`src/design/nmf3_pkg.sv`:
```
// ----------------------------------------------------------------------------
// nmf3_pkg
// Shared types and constants of the 3x3 neighbour median filter.
// ----------------------------------------------------------------------------
`default_nettype none

package nmf3_pkg;

	// channel and field widths
	localparam int PIX_W      = 8;
	localparam int WORD_W     = 4 * PIX_W;   // packed RGBA: R low byte, A high byte
	localparam int IMG_W_W    = 12;
	localparam int IMG_H_W    = 16;
	localparam int ROW_W      = 16;
	localparam int COL_OUT_W  = 11;
	localparam int CFG_IDX_W  = 1;
	localparam int CFG_DATA_W = 16;

	// sizes
	localparam int MAX_WIDTH_DEF = 2048;
	localparam int WIDTH_RST     = 640;
	localparam int HEIGHT_RST    = 480;
	localparam int MIN_SIZE      = 3;
	localparam int NEIGH_N       = 8;
	localparam int MED_RANK      = 4;        // fifth smallest, counted from zero

	// configuration register map
	typedef enum logic [CFG_IDX_W-1:0] {
		REG_IMAGE_WIDTH  = 1'b0,
		REG_IMAGE_HEIGHT = 1'b1
	} cfg_reg_t;

	// window slots holding the eight neighbours (centre slot 4 left out)
	localparam logic [3:0] NBR_POS [NEIGH_N] = '{
		4'd0, 4'd1, 4'd2, 4'd3, 4'd5, 4'd6, 4'd7, 4'd8
	};

	// position status of the pixel being accepted
	typedef struct packed {
		logic             emit;   // window centre is interior
		logic             last;   // centre is last interior pixel of frame
		logic [ROW_W-1:0] row;    // row of the incoming pixel
	} pos_info_t;

endpackage

`default_nettype wire

```
`src/design/nmf3_median.sv`:
```
// ----------------------------------------------------------------------------
// nmf3_median
// Fifth smallest of eight bytes by rank counting (ties broken by slot).
// ----------------------------------------------------------------------------
`default_nettype none

module nmf3_median (
	input  wire logic [nmf3_pkg::NEIGH_N-1:0][nmf3_pkg::PIX_W-1:0] nbr,
	output logic      [nmf3_pkg::PIX_W-1:0]                        med
);

	localparam int N = nmf3_pkg::NEIGH_N;

	logic [2:0]                 rank [N];
	logic [N-1:0]               hit;

	// rank of slot i = values strictly below it plus equal values in lower slots
	always_comb begin
		for (int i = 0; i < N; i++) begin
			rank[i] = '0;
			for (int j = 0; j < N; j++) begin
				if (j != i) begin
					if ((nbr[j] < nbr[i]) || ((j < i) && (nbr[j] == nbr[i]))) begin
						rank[i] = rank[i] + 3'd1;
					end
				end
			end
			hit[i] = (rank[i] == 3'(nmf3_pkg::MED_RANK));
		end
	end

	// ranks form a permutation, so exactly one slot hits
	always_comb begin
		med = '0;
		for (int i = 0; i < N; i++) begin
			med = med | (hit[i] ? nbr[i] : '0);
		end
	end

endmodule

`default_nettype wire

```
`config.mk`:
```
export PLATFORM = sky130hd
export DESIGN_NAME = nmf3_median
export DESIGN_NICKNAME = d
export VERILOG_FILES = /design/src/design/nmf3_pkg.sv /design/src/design/nmf3_median.sv
export SDC_FILE = /design/constraint.sdc
export NUM_CORES = 1
export LEC_CHECK = 0
export ABC_AREA = 1
export BUFFER_PORTS_ARGS = -buffer_cell sky130_fd_sc_hd__buf_2
export CAP_MARGIN = 5
export CELL_PAD_IN_SITES_DETAIL_PLACEMENT = 0
export CELL_PAD_IN_SITES_GLOBAL_PLACEMENT = 2
export CORE_UTILIZATION = 35
export DETAILED_ROUTE_END_ITERATION = 10
export PLACE_DENSITY = 0.93
export SYNTH_ARGS = -nofsm -noshare
export SYNTH_HDL_FRONTEND = slang
export SYNTH_SLANG_ARGS = --single-unit
```
`constraint.sdc`:
```
create_clock -name vclk -period 6.7
set_input_delay 0.67 -clock vclk [all_inputs]
set_output_delay 0.67 -clock vclk [all_outputs]
set_load 0.02 [all_outputs]
```
## After elaboration in Yosys (flattened, before gate mapping)

Cells that the tools add are included.

| word-level totals | value |
|---|---|
| register bits after elaboration | 0 |
| bits in latches | 0 |
| RAM bits | 0 |
| memory bits (read-only) | 0 |
| word-level logic and storage cells | 239 |
| memories kept | 0 |

| operators by class | value |
|---|---|
| $add $sub $neg | 48 |
| multipliers | 0 |
| divide/modulo/power cells | 0 |
| order comparisons | 56 |
| eq/ne operators | 36 |
| shift operators | 0 |
| multiplexer cells | 64 |
| bitwise logic cells | 7 |
| reductions and logical operators | 28 |

Operators with widths:

| kind | number |
|---|---|
| $lt A8 B8 Y1 | 56 |
| $eq A8 B8 Y1 | 28 |
| $mux W3 | 48 |
| $add A3 B1 Y3 const B | 40 |
| $mux W8 | 8 |
| $or A8 B8 Y8 | 7 |
| $logic_or A1 B1 Y1 | 28 |
| $eq A3 B3 Y1 const B | 8 |
| $add A1 B1 Y2 const B | 8 |
| $mux W1 | 8 |

## Logic depth before layout (Yosys ltp)

| logic depth | value |
|---|---|
| depth after elaboration | 24 |
| depth in mapped cells | 38 |

## Worst setup path before layout

OpenSTA, ideal clock, no wires.

| timing path | value |
|---|---|
| path type | input-to-output |
| start point | in nbr[19] (netlist bit) |
| end point | out med[0] (netlist bit) |
| arrival time | 4822 ps |
| data required time | 6030 ps |
| path slack | 1208 ps |
| stages on the path | 33 |
| path buffers | 0 |
| cells stage by stage | inv_1 > ha_1 > nand2_1 > o21bai_1 > nand2_1 > nand2_1 > a21oi_2 > inv_1 > ha_1 > inv_1 > nand3_1 > nand2_2 > ha_1 > or2_0 > and2_1 > ha_1 > nand2_1 > nand2_2 > ha_1 > or2_2 > o21ai_1 > inv_1 > ha_1 > inv_1 > nor2_1 > or2_1 > nand2_1 > nand2_2 > nand2_4 > nand3_1 > nand2_1 > nor2_1 > nand2_1 |

| on the way | value |
|---|---|
| longest elaborated chain between the ends | 23 |
| elaborated cells on any way between the ends | 131 |

Ends and longest elaborated chain:

| what | line | text |
|---|---|---|
| start: declaration | nmf3_median.sv:8 | `input wire logic [nmf3_pkg::NEIGH_N-1:0][nmf3_pkg::PIX_W-1:0] nbr,` |
| $lt A8 B8 Y1 / $eq A8 B8 Y1 (equally long branches) | nmf3_median.sv:23 | `if ((nbr[j] < nbr[i]) \|\| ((j < i) && (nbr[j] == nbr[i]))) begin` |
| $logic_or A1 B1 Y1 | nmf3_median.sv:23 |  |
| $mux W1 | nmf3_median.sv:23 |  |
| $add A1 B1 Y2 | nmf3_median.sv:24 | `rank[i] = rank[i] + 3'd1;` |
| $mux W3 | nmf3_median.sv:23 |  |
| $add A3 B1 Y3 | nmf3_median.sv:24 |  |
| $mux W3 | nmf3_median.sv:23 |  |
| $add A3 B1 Y3 | nmf3_median.sv:24 |  |
| [3 not listed] | - |  |
| $add A3 B1 Y3 | nmf3_median.sv:24 |  |
| $mux W3 | nmf3_median.sv:23 |  |
| $add A3 B1 Y3 | nmf3_median.sv:24 |  |
| $mux W3 | nmf3_median.sv:23 |  |
| $eq A3 B3 Y1 | nmf3_median.sv:28 | `hit[i] = (rank[i] == 3'(nmf3_pkg::MED_RANK));` |
| $mux W8 | nmf3_median.sv:36 | `med = med \| (hit[i] ? nbr[i] : '0);` |
| $or A8 B8 Y8 (5 in series) | nmf3_median.sv:36 |  |
| $or A8 B8 Y8 (*) | nmf3_median.sv:36 |  |
| end: declaration | nmf3_median.sv:9 | `output logic [nmf3_pkg::PIX_W-1:0] med` |

Every way passes the cells marked *; elsewhere a longest branch is shown, timed or not.

## Worst setup path after layout

Ends and elaborated chain as after synthesis.

==> results.json <==
{
  "finalCritPeriodShare_pct": 95.06,
  "core_area_sq_mm": 0.02425,
  "seq_cell_count": 0,
  "clkbuf_count": 0,
  "preCtsSetupSlack_ps": 298.5,
  "peakVddDrop_mv": 0.08637,
  "nNetsFinal": 1805,
  "critical_path_class": "input port to output port",
  "maxCapViolCount": 0,
  "slew_violations": 0,
  "start_kind": "input port",
  "port_buffers": 72,
  "power_mw": 1.587,
  "synthToLayoutAreaGrowth_pct": 10.56,
  "critical_path_arrival_ps": 5700,
  "crit_required_ps": 6030,
  "syn_nets": 1718,
  "yosysSeqAreaShare_pct": 0,
  "remaining_drc_errors": 0,
  "track_usage_pct": 23.05,
  "post-route-worst-setup-slack_ps": 330.9,
  "final_cell_mix": "361 x nand2_1, 269 x ha_1, 189 x inv_1",
  "finalSetupTns_ps": 0,
  "tightestPinTransition_ps": 593.0,
  "layout_min_cycle_time_ps": 6369,
  "max_freq_mhz": 157.0,
  "power_leakage_nw": 5.716,
  "drt_pass1_iterations": 5,
  "dieWidth_um": 159.1,
  "grt_antenna_before_repair": 0,
  "grt_pass1_wl_um": 46160,
  "initial_core_util_pct": 35.62,
  "worst_path_max_delay_cell": "ha_1",
  "crit_fanout": 8,
  "grt_overflow": 0,
  "power_density_mw_per_mm2": 166.2,
  "synth_area_sq_mm": 0.008638,
  "syn_area_per_cell_sq_um": 6.237,
  "postCtsSetupRepairBufs": 0,
  "seqCellArea_sq_um": 0,
  "grt_setup_unrepaired": "no",
  "diodes": 0,
  "cp-end-kind": "output port",
  "multi_input_area_sq_mm": 0.007906,
  "grt_start_max_net_pins": 10,
  "fillers": 2672,
  "hp-class": "input port to output port",
  "gp_congestion": 0.9453,
  "grt_pass1_vias": 8523,
  "max_stage_delay_ps": 340,
  "holdPathStages": 6,
  "outcome": "finished clean",
  "pin_count": 72,
  "wirelength_um": 28990,
  "vias_per_cell": 5.060,
  "dieArea_sq_mm": 0.02531,
  "setup_violations": 0,
  "syn_inst": 1385,
  "ant_nets": 0,
  "wl_per_cell_um": 16.16,
  "final_core_util_pct": 39.39,
  "slew_headroom_pct": 60.23,
  "via_count": 9077,
  "place_hpwl_um": 25640,
  "yosys_warnings": 0,
  "die_h_um": 159.1,
  "drive_gt1_share_pct": 14.90,
  "layout_commonest_cell": "nand2_1",
  "num_rows": 57,
  "ys_types": 34,
  "cpMostUsedCell": "nand2_1",
  "hold_viol_final": 0,
  "drtIter0Drc": 541
}
cells by family (layout without fill, tap and decap cells):
group / count (synthesis) / after routing / synth area share, %
buffers and inverters: 205 / 290 / 8.908
adder cells (fa/ha/maj): 269 / 269 / 38.96
AO/OA/AOI/OAI: 132 / 132 / 8.893
AND/OR/NAND/NOR: 767 / 767 / 42.02
XOR/XNOR: 12 / 12 / 1.217
report_power, final:
| part | internal, mW | switching [mW] |
|---|---|---|
| sequential | 0 | 0 |
| clock | 0 | 0 |
| combinational | 0.536 | 1.05 |
| total | 0.536 | 1.05 |
timing repair:
| item | 4_1_cts | 5_1_grt |
|---|---|---|
| hold buffers | 0 | 0 |
| gates resized for setup | 0 | 14 |
| endpoints found under the setup margin | 0 | 8 |
synthesized netlist by cell type (8+ instances only):
library cell	n	area, sq um
a21oi_1	77	385.4
ha_1	269	3366
inv_1	191	716.9
inv_2	14	52.55
nand2_1	364	1366
nand2_2	62	387.9
nand2_4	13	146.4
nand3_1	156	780.8
nand3_2	8	80.08
nand3b_1	10	75.07
nand4_1	24	150.1
nor2_1	91	341.6
o21a_1	10	75.07
o21ai_0	12	60.06
path summary, 6_finish.rpt:
| path | start | end | slack, ps |
|---|---|---|---|
| worst max-delay path | nbr[19] | med[0] | 330 |
| worst min-delay path | nbr[51] | med[3] | 1790 |
metrics by stage:
| stage | cells | cell area [sq um] | hold WS [ps] |
|---|---|---|---|
| global placement | 1794 | 9502 | 1788 |
| CTS | 1794 | 9502 | 1791 |
| detailed placement | 1794 | 9502 | 1790 |
| global route | 1794 | 9550 | 1832 |
| finish | 1794 | 9550 | 1793 |
| floorplan | 1385 | 8638 | 1624 |
layout make-up:
type | count | area share (%)
inverters | 205 | 8.096
well taps | 324 | 4.245
multi-input cells | 1180 | 82.79
repair buffers | 85 | 4.874
worst max-delay path: cells and delay by family:
| family | cells | cell delay (ps) |
|---|---|---|
| adder cells (fa/ha/maj) | 6 | 1640 |
| AND/OR/NAND/NOR | 20 | 2340 |
| AO/OA/AOI/OAI | 2 | 330 |
| buffers and inverters | 6 | 700 |
metal layers:
| layer | vias up | global-route usage, % | routed length (um) |
|---|---|---|---|
| met5 | - | 0 | 0 |
| met4 | 0 | 7.080 | 1038 |
| met3 | 44 | 1.094 | 1508 |
| met2 | 223 | 38.28 | 12540 |
| met1 | 4019 | 31.99 | 13900 |
| li1 | 4791 | - | - |
No activity file was read; power rests on OpenSTA's default activity.
