`src/design/nmf3_pkg.sv`:
```
// ----------------------------------------------------------------------------
// nmf3_pkg
// Shared types and constants of the 3x3 neighbour median filter.
// ----------------------------------------------------------------------------
`default_nettype none

package nmf3_pkg;

	// channel and field widths
	localparam int PIX_W      = 8;
	localparam int WORD_W     = 4 * PIX_W;   // packed RGBA: R low byte, A high byte
	localparam int IMG_W_W    = 12;
	localparam int IMG_H_W    = 16;
	localparam int ROW_W      = 16;
	localparam int COL_OUT_W  = 11;
	localparam int CFG_IDX_W  = 1;
	localparam int CFG_DATA_W = 16;

	// sizes
	localparam int MAX_WIDTH_DEF = 2048;
	localparam int WIDTH_RST     = 640;
	localparam int HEIGHT_RST    = 480;
	localparam int MIN_SIZE      = 3;
	localparam int NEIGH_N       = 8;
	localparam int MED_RANK      = 4;        // fifth smallest, counted from zero

	// configuration register map
	typedef enum logic [CFG_IDX_W-1:0] {
		REG_IMAGE_WIDTH  = 1'b0,
		REG_IMAGE_HEIGHT = 1'b1
	} cfg_reg_t;

	// window slots holding the eight neighbours (centre slot 4 left out)
	localparam logic [3:0] NBR_POS [NEIGH_N] = '{
		4'd0, 4'd1, 4'd2, 4'd3, 4'd5, 4'd6, 4'd7, 4'd8
	};

	// position status of the pixel being accepted
	typedef struct packed {
		logic             emit;   // window centre is interior
		logic             last;   // centre is last interior pixel of frame
		logic [ROW_W-1:0] row;    // row of the incoming pixel
	} pos_info_t;

endpackage

`default_nettype wire

```
`src/design/nmf3_position.sv`:
```
// ----------------------------------------------------------------------------
// nmf3_position
// Size registers and raster column/row counters.
// ----------------------------------------------------------------------------
`default_nettype none

module nmf3_position #(
	parameter int MAX_WIDTH = nmf3_pkg::MAX_WIDTH_DEF,
	localparam int AW = $clog2(MAX_WIDTH)
) (
	input  wire logic                                clk,
	input  wire logic                                arst_n,
	input  wire logic                                cfg_wr_en,
	input  wire logic [nmf3_pkg::CFG_IDX_W-1:0]      cfg_index,
	input  wire logic [nmf3_pkg::CFG_DATA_W-1:0]     cfg_data,
	input  wire logic                                accept,
	input  wire logic                                frame_start,
	output logic      [AW-1:0]                       col,
	output nmf3_pkg::pos_info_t                      info
);

	localparam int RW = nmf3_pkg::ROW_W;
	localparam int W_RST_EFF = (nmf3_pkg::WIDTH_RST > MAX_WIDTH) ?
		MAX_WIDTH : nmf3_pkg::WIDTH_RST;
	localparam logic [AW-1:0] WLAST_RST = AW'(W_RST_EFF - 1);
	localparam logic [RW-1:0] HLAST_RST = RW'(nmf3_pkg::HEIGHT_RST - 1);

	logic [AW-1:0] wlast_q;   // effective width - 1
	logic [RW-1:0] hlast_q;   // effective height - 1
	logic [AW-1:0] col_q;
	logic [RW-1:0] row_q;

	logic [nmf3_pkg::IMG_W_W-1:0] w_raw;
	logic [nmf3_pkg::IMG_H_W-1:0] h_raw;
	logic [AW-1:0]                wlast_d;
	logic [RW-1:0]                hlast_d;
	logic [AW-1:0]                c;
	logic [RW-1:0]                r;

	// clamp written sizes
	always_comb begin
		w_raw = cfg_data[nmf3_pkg::IMG_W_W-1:0];
		h_raw = cfg_data[nmf3_pkg::IMG_H_W-1:0];
		if (w_raw < nmf3_pkg::IMG_W_W'(nmf3_pkg::MIN_SIZE)) begin
			wlast_d = AW'(nmf3_pkg::MIN_SIZE - 1);
		end else if (32'(w_raw) > 32'(MAX_WIDTH)) begin
			wlast_d = AW'(MAX_WIDTH - 1);
		end else begin
			wlast_d = AW'(w_raw - nmf3_pkg::IMG_W_W'(1));
		end
		if (h_raw < nmf3_pkg::IMG_H_W'(nmf3_pkg::MIN_SIZE)) begin
			hlast_d = RW'(nmf3_pkg::MIN_SIZE - 1);
		end else begin
			hlast_d = RW'(h_raw - nmf3_pkg::IMG_H_W'(1));
		end
	end

	always_ff @(posedge clk or negedge arst_n) begin
		if (!arst_n) begin
			wlast_q <= WLAST_RST;
			hlast_q <= HLAST_RST;
		end else if (cfg_wr_en) begin
			case (nmf3_pkg::cfg_reg_t'(cfg_index))
				nmf3_pkg::REG_IMAGE_WIDTH: begin
					wlast_q <= wlast_d;
				end
				nmf3_pkg::REG_IMAGE_HEIGHT: begin
					hlast_q <= hlast_d;
				end
				default: begin
				end
			endcase
		end
	end

	// position of the incoming pixel, with wrap after a mid-frame shrink
	always_comb begin
		c = frame_start ? '0 : col_q;
		r = frame_start ? '0 : row_q;
		if (c > wlast_q) begin
			c = '0;
			r = r + RW'(1);
		end
		if (r > hlast_q) begin
			r = '0;
		end
		col       = c;
		info.row  = r;
		info.emit = (r >= RW'(2)) && (c >= AW'(2));
		info.last = (r == hlast_q) && (c == wlast_q);
	end

	always_ff @(posedge clk or negedge arst_n) begin
		if (!arst_n) begin
			col_q <= '0;
			row_q <= '0;
		end else if (accept) begin
			if (c >= wlast_q) begin
				col_q <= '0;
				row_q <= (r >= hlast_q) ? '0 : r + RW'(1);
			end else begin
				col_q <= c + AW'(1);
				row_q <= r;
			end
		end
	end

endmodule

`default_nettype wire

```
`config.mk`:
```
export PLATFORM = sky130hd
export DESIGN_NAME = nmf3_position
export DESIGN_NICKNAME = d
export VERILOG_FILES = /design/src/design/nmf3_pkg.sv /design/src/design/nmf3_position.sv
export SDC_FILE = /design/constraint.sdc
export NUM_CORES = 1
export LEC_CHECK = 0
export BUFFER_PORTS_ARGS = -buffer_cell sky130_fd_sc_hd__clkbuf_2
export CORE_UTILIZATION = 35
export CTS_BUF_LIST = sky130_fd_sc_hd__clkbuf_4
export DETAILED_ROUTE_END_ITERATION = 7
export GPL_TIMING_DRIVEN = 0
export PLACE_DENSITY = 0.61
export REMOVE_ABC_BUFFERS = 1
export SKIP_LAST_GASP = 1
export SYNTH_ARGS = -nofsm -noshare
export SYNTH_HDL_FRONTEND = slang
export SYNTH_SLANG_ARGS = --single-unit
```
`constraint.sdc`:
```
create_clock -name clk -period 22.5 [get_ports clk]
set_input_delay 6.75 -clock clk [delete_from_list [all_inputs] [get_ports clk]]
set_output_delay 6.75 -clock clk [all_outputs]
set_load 0.02 [all_outputs]
```
=== Word-level counts from Yosys, hierarchy flattened ===
Cells that the tools add are included.

* Register bits: 54
* Bits in latches: 0
* RAM bits: 0
* ROM bits: 0
* Input port bits: 22
* Output and inout port bits: 29
* Memories kept: 0

* Add/sub/neg operators: 5
* Multiply operators: 0
* Divide/modulo/power cells: 0
* $lt $le $gt $ge: 9
* Equality and inequality tests: 2
* Shift operators: 0
* Multiplexer cells: 11
* Bitwise logic cells: 1
* Reductions and logical operators: 4

{| class="wikitable"
|+ Operators by type and width
! cell !! number
|-
| 2-to-1 mux 16 bit || 6
|-
| 2-to-1 mux 11 bit || 5
|-
| adder 16 x 1 -> 16 bit (second input constant) || 2
|-
| equality test 16 bit || 1
|-
| >= comparator 16 bit || 1
|-
| >= comparator 16 x 2 -> 1 bit (second input constant) || 1
|-
| greater-than comparator 16 bit || 1
|-
| less-than comparator 16 x 2 -> 1 bit (second input constant) || 1
|-
| subtractor 16 x 1 -> 16 bit (second input constant) || 1
|-
| greater-than comparator 12 bit (second input constant) || 1
|-
| less-than comparator 12 x 2 -> 1 bit (second input constant) || 1
|-
| adder 11 x 1 -> 11 bit (second input constant) || 1
|-
| equality test 11 bit || 1
|-
| >= comparator 11 bit || 1
|-
| >= comparator 11 x 2 -> 1 bit (second input constant) || 1
|-
| greater-than comparator 11 bit || 1
|-
| subtractor 11 x 1 -> 11 bit (second input constant) || 1
|-
| AND reduction 2 bit || 2
|-
| logical AND 1 bit || 2
|-
| NOT 1 bit || 1
|}

=== Depth between registers and ports, before layout ===
* Word-level depth: 8
* Mapped depth: 34

=== Worst setup path after synthesis ===
No wires, ideal clock.

* Path type: input to output
* Start point: input port frame_start
* End point: output port info[16] (netlist name)
* Data arrival time: 12.417 ns
* Data required time: 15.750 ns
* Slack: 3.333 ns
* Stages on the path: 26
* Path buffers: 6
* Cells stage by stage: buf_2 buf_1 clkbuf_1 nor2b_1 ha_1 a211oi_1 nor2_1 a2111oi_2 buf_6 buf_6 nor2_1 buf_2 mux2i_1 inv_1 ha_1 nor2b_1 o211ai_1 a21oi_1 o31ai_1 nand2_1 nor3_1 ha_1 nand4_1 nor3_1 and4_1 and3_1

{| class="wikitable"
|+ RTL lines
! element !! RTL line !! source
|-
| start, declared || nmf3_position.sv:17 || <nowiki>input wire logic frame_start,</nowiki>
|-
| end, declared || nmf3_position.sv:19 || <nowiki>output nmf3_pkg::pos_info_t info</nowiki>
|}

==> key figures <==
CTS
  – H-tree depth: 2
  – Clk root buf: clkbuf_4
  – Clock Pin Slew Worst Setup and Hold Paths: 0.15 ns
  – Cts hold-fix bufs: 0
  – Resize count post-CTS: 0
  – CTS max path bufs: 2
  – Num CTS Buffers: 5
  – Post-CTS Setup Bufs: 0
  – Clock Latency Late Sink: 0.41 ns
  – Clk sinks: 54
  – TritonCTS clock tree: yes

Yosys
  – Post-synth EDFFs: 0
  – Post-synth top flop: dfrtp_1
  – Cells after synthesis: 613
  – Yosys warns: 0
  – Yosys reg bits: 54
  – Seq/Total Area, Yosys: 26.7%
  – Synthesized area per cell: 8.38 sq um
  – Synth Cell Area: 5130 sq um
  – Synth unique cells: 77
  – Ys async rst share: 100%

Routing
  – Vias/cell: 5.64
  – Post-Route WL: 14000 um
  – Vias: 4701
  – Drt pass-1 iters: 5
  – Per-cell routed wire length: 16.8 um
  – Post-DRT Antenna Nets: 0
  – Starting DRC count in detailed routing: 230
  – Post-route DRC violation count: 0

Timing
  – Slew Limit Headroom: 17.8%
  – Worst slew pin tran: 1.23 ns
  – Setup TNS: 0 ns
  – Final Setup Violations: 0
  – Min Tclk post-route: 20.79 ns
  – Clock Skews: 0.0194 ns
  – Final Hold Fails: 0
  – FMAX: 0.0481 GHz
  – Max-slew violation count: 0
  – RSZ-0062 raised after global routing: false
  – Final worst path period share: 92.4%

Global route
  – Busiest layer in global routing: met2
  – GR Overflow Total: 0
  – Total track usage: 19.5%
  – First-pass GRT wire length: 23200 um
  – Largest net degree at the start of global routing: 55
  – Initial antenna violation count: 1
  – Met3 Usage GRT: 2.03%
  – GRT met2 Usage: 33.4%
  – Number of global-route vias before repair: 4560
  – Met1 usage: 25.3%

Critical path
  – CP endpoint kind: primary output
  – Reg-to-Reg Start: col_q[8]
  – Worst reg-to-reg path cell count: 24
  – Worst Path Required: 15.75 ns
  – RR Endpoint: row_q[15]
  – CP Data Arrival Time: 14.04 ns
  – Crit Path Max Fanout: 31
  – CP startpoint kind: input pin
  – Setup slack, reg-to-reg: 14.92 ns
  – Critical Setup Path Class: input pin to primary output

Worst hold path
  – Hold Crit Depth: 2
  – Worst Hold Class: register to register
  – Hold_sp: hlast_q[3]
  – Worst Hold End: hlast_q[3]

Job
  – Max Cap Violations: 0

Power and ir drop
  – Logic gate share of total power: 27.7%
  – Seq pwr share: 48.6%
  – Final total power: 239 uW
  – Leakage: 2.75 nW
  – Int Pwr: 157 uW
  – VDD IR max: 21.4 uV
  – Sw Pwr: 82.0 uW
  – PD cells: 42.3 nW/um^2
  – Clock power share: 23.8%
  – Switching share of power: 34.4%

Final layout
  – Fin nets: 735
  – Fillers: 1461
  – Layout cells sized above 1: 15.5%
  – Fin cells: 834
  – Area of the multi-input gates: 3480 sq um
  – Storage cell area: 1370 sq um
  – Syn-to-layout area delta: 9.72%

Place
  – Inst Count DP: 824
  – Port Buffers: 50
  – GP Congestion: 0.900
  – Post-detail-place hpwl: 11400 um

Die
  – Core ar.: 14100 sq um
  – Die Ht: 123 um
  – Die W: 123 um
  – Initial core utilization: 36.4%
  – Ports: 51
  – # rows: 43
  – Die Footprint: 15200 sq um

Status
  – Status: complete, no violations
[Yosys cell counts, types with 6 or more instances]
| cell | number | area [sq um] |
|---|---|---|
| nand2_1 | 61 | 229 |
| clkbuf_1 | 11 | 41.3 |
| inv_1 | 50 | 188 |
| nor3_1 | 19 | 95.1 |
| nand3_1 | 20 | 100 |
| ha_1 | 61 | 763 |
| nor2b_1 | 16 | 100 |
| xor2_1 | 19 | 166 |
| or3_1 | 7 | 43.8 |
| dfstp_2 | 16 | 420 |
| nand4_1 | 17 | 106 |
| a22o_1 | 13 | 114 |
| dfrtp_1 | 38 | 951 |
| and3_1 | 7 | 43.8 |
| nor2_1 | 35 | 131 |
| a211oi_1 | 7 | 52.6 |
| and2_1 | 13 | 81.3 |
| xnor2_1 | 15 | 131 |
| a21o_1 | 17 | 128 |
| nor4_1 | 14 | 87.6 |
| o31ai_1 | 6 | 45.0 |
| o2bb2ai_1 | 10 | 87.6 |
| a21oi_1 | 19 | 95.1 |
| o21ai_0 | 35 | 175 |
[flip-flops by register name, indices dropped and copies added (netlist names)]
register / count
col_q: 11
hlast_q: 16
row_q: 16
wlast_q: 11
[area by class of cell]
class / count / share of cell area [%]
Multi-Input combinational cell: 488 / 61.8
Timing Repair Buffer: 52 / 5.00
Clock buffer: 5 / 0.666
Antenna cell: 1 / 0.0444
Inverter: 51 / 3.40
Clock inverter: 3 / 0.711
Sequential cell: 54 / 24.3
Tap cell: 180 / 4.00
[logic make-up after synthesis]
kind of cell | share of synthesized area, %
AOI/OAI and AO/OA | 20.1
DFF | 26.7
muxes | 1.32
adders and majority gates | 14.9
xor gates and xnor gates | 5.80
buffers and inverters | 5.68
and+or+nand+nor | 25.5
[metal layers]
metal  part of all wire [%]  wire, um
met5                      0         0
met3                    3.7       521
met2                     48      6780
met4                    2.7       376
met1                     45      6320
[power groups by stage]
stage | sequential, mW | clock, mW | combinational, mW
finish | 0.116 | 0.0567 | 0.0660
global route | 0.117 | 0.0611 | 0.0748
CTS | 0.116 | 0.0569 | 0.0657
detailed placement | 0.118 | 0 | 0.0657
global placement | 0.117 | 0 | 0.0628
floorplan | 0.115 | 0 | 0.0444
[worst max-delay path, stage by stage]
cell      delay [ns]
clkbuf_2        0.52
inv_1           0.40
nand2_1         0.27
inv_1           0.08
ha_1            0.33
nand4_2         0.15
nor3_2          0.94
nor2_1          0.59
mux2i_1         0.47
inv_1           0.09
ha_1            0.29
nor2b_1         0.13
o211ai_1        0.16
a21oi_1         0.08
o31ai_1         0.50
nand2_1         0.34
nor3_1          0.53
ha_1            0.25
nand4_1         0.15
nor3_1          0.33
and4_1          0.27
and3_1          0.21
clkbuf_2        0.18
[worst max path at each step]
stage                startpoint        to  slack [ns]  depth (start not counted)
floorplan           frame_start  info[16]        3.15                         22
global placement    frame_start  info[16]        0.70                         24
detailed placement  frame_start  info[16]        1.78                         23
CTS                 frame_start  info[16]        1.77                         23
global route        frame_start  info[16]        1.04                         23
finish              frame_start  info[16]        1.71                         23
[cells in the final DEF (no fill, tap or decap), types with 3 or more instances in the layout]
cell type,Yosys,final
a211oi_1,7,7
a21o_1,17,17
dfstp_2,16,16
nand4_1,17,17
nor2_1,35,35
nor3_2,4,4
o21ai_0,35,35
or3_1,7,7
o31ai_1,6,6
nor2b_1,16,16
ha_1,61,61
clkbuf_4,0,5
xor2_1,19,19
inv_1,50,50
a31oi_1,4,4
nor4_1,14,14
nand3_1,20,20
mux2i_1,3,3
and3_1,7,7
nand2b_1,3,3
clkbuf_2,1,49
nand2_1,61,61
or4_1,4,4
nor3_1,19,19
o2bb2ai_1,10,10
a22o_1,13,13
and2_1,13,13
o21ai_1,4,4
dfrtp_1,38,38
xnor2_1,15,15
or2_2,3,3
a21oi_1,19,19
[through the flow]
stage	instance area (sq um)	utilization (%)	hold WS, ns	setup slack [ns]
finish	5630	40.0	0.493	1.71
global placement	5510	39.1	0.467	0.696
CTS	5610	39.8	0.496	1.77
floorplan	5030	-	0.449	3.15
global route	5630	40.0	0.511	1.04
detailed placement	5530	39.3	0.468	1.78
No activity file was read; power rests on OpenSTA's default activity.
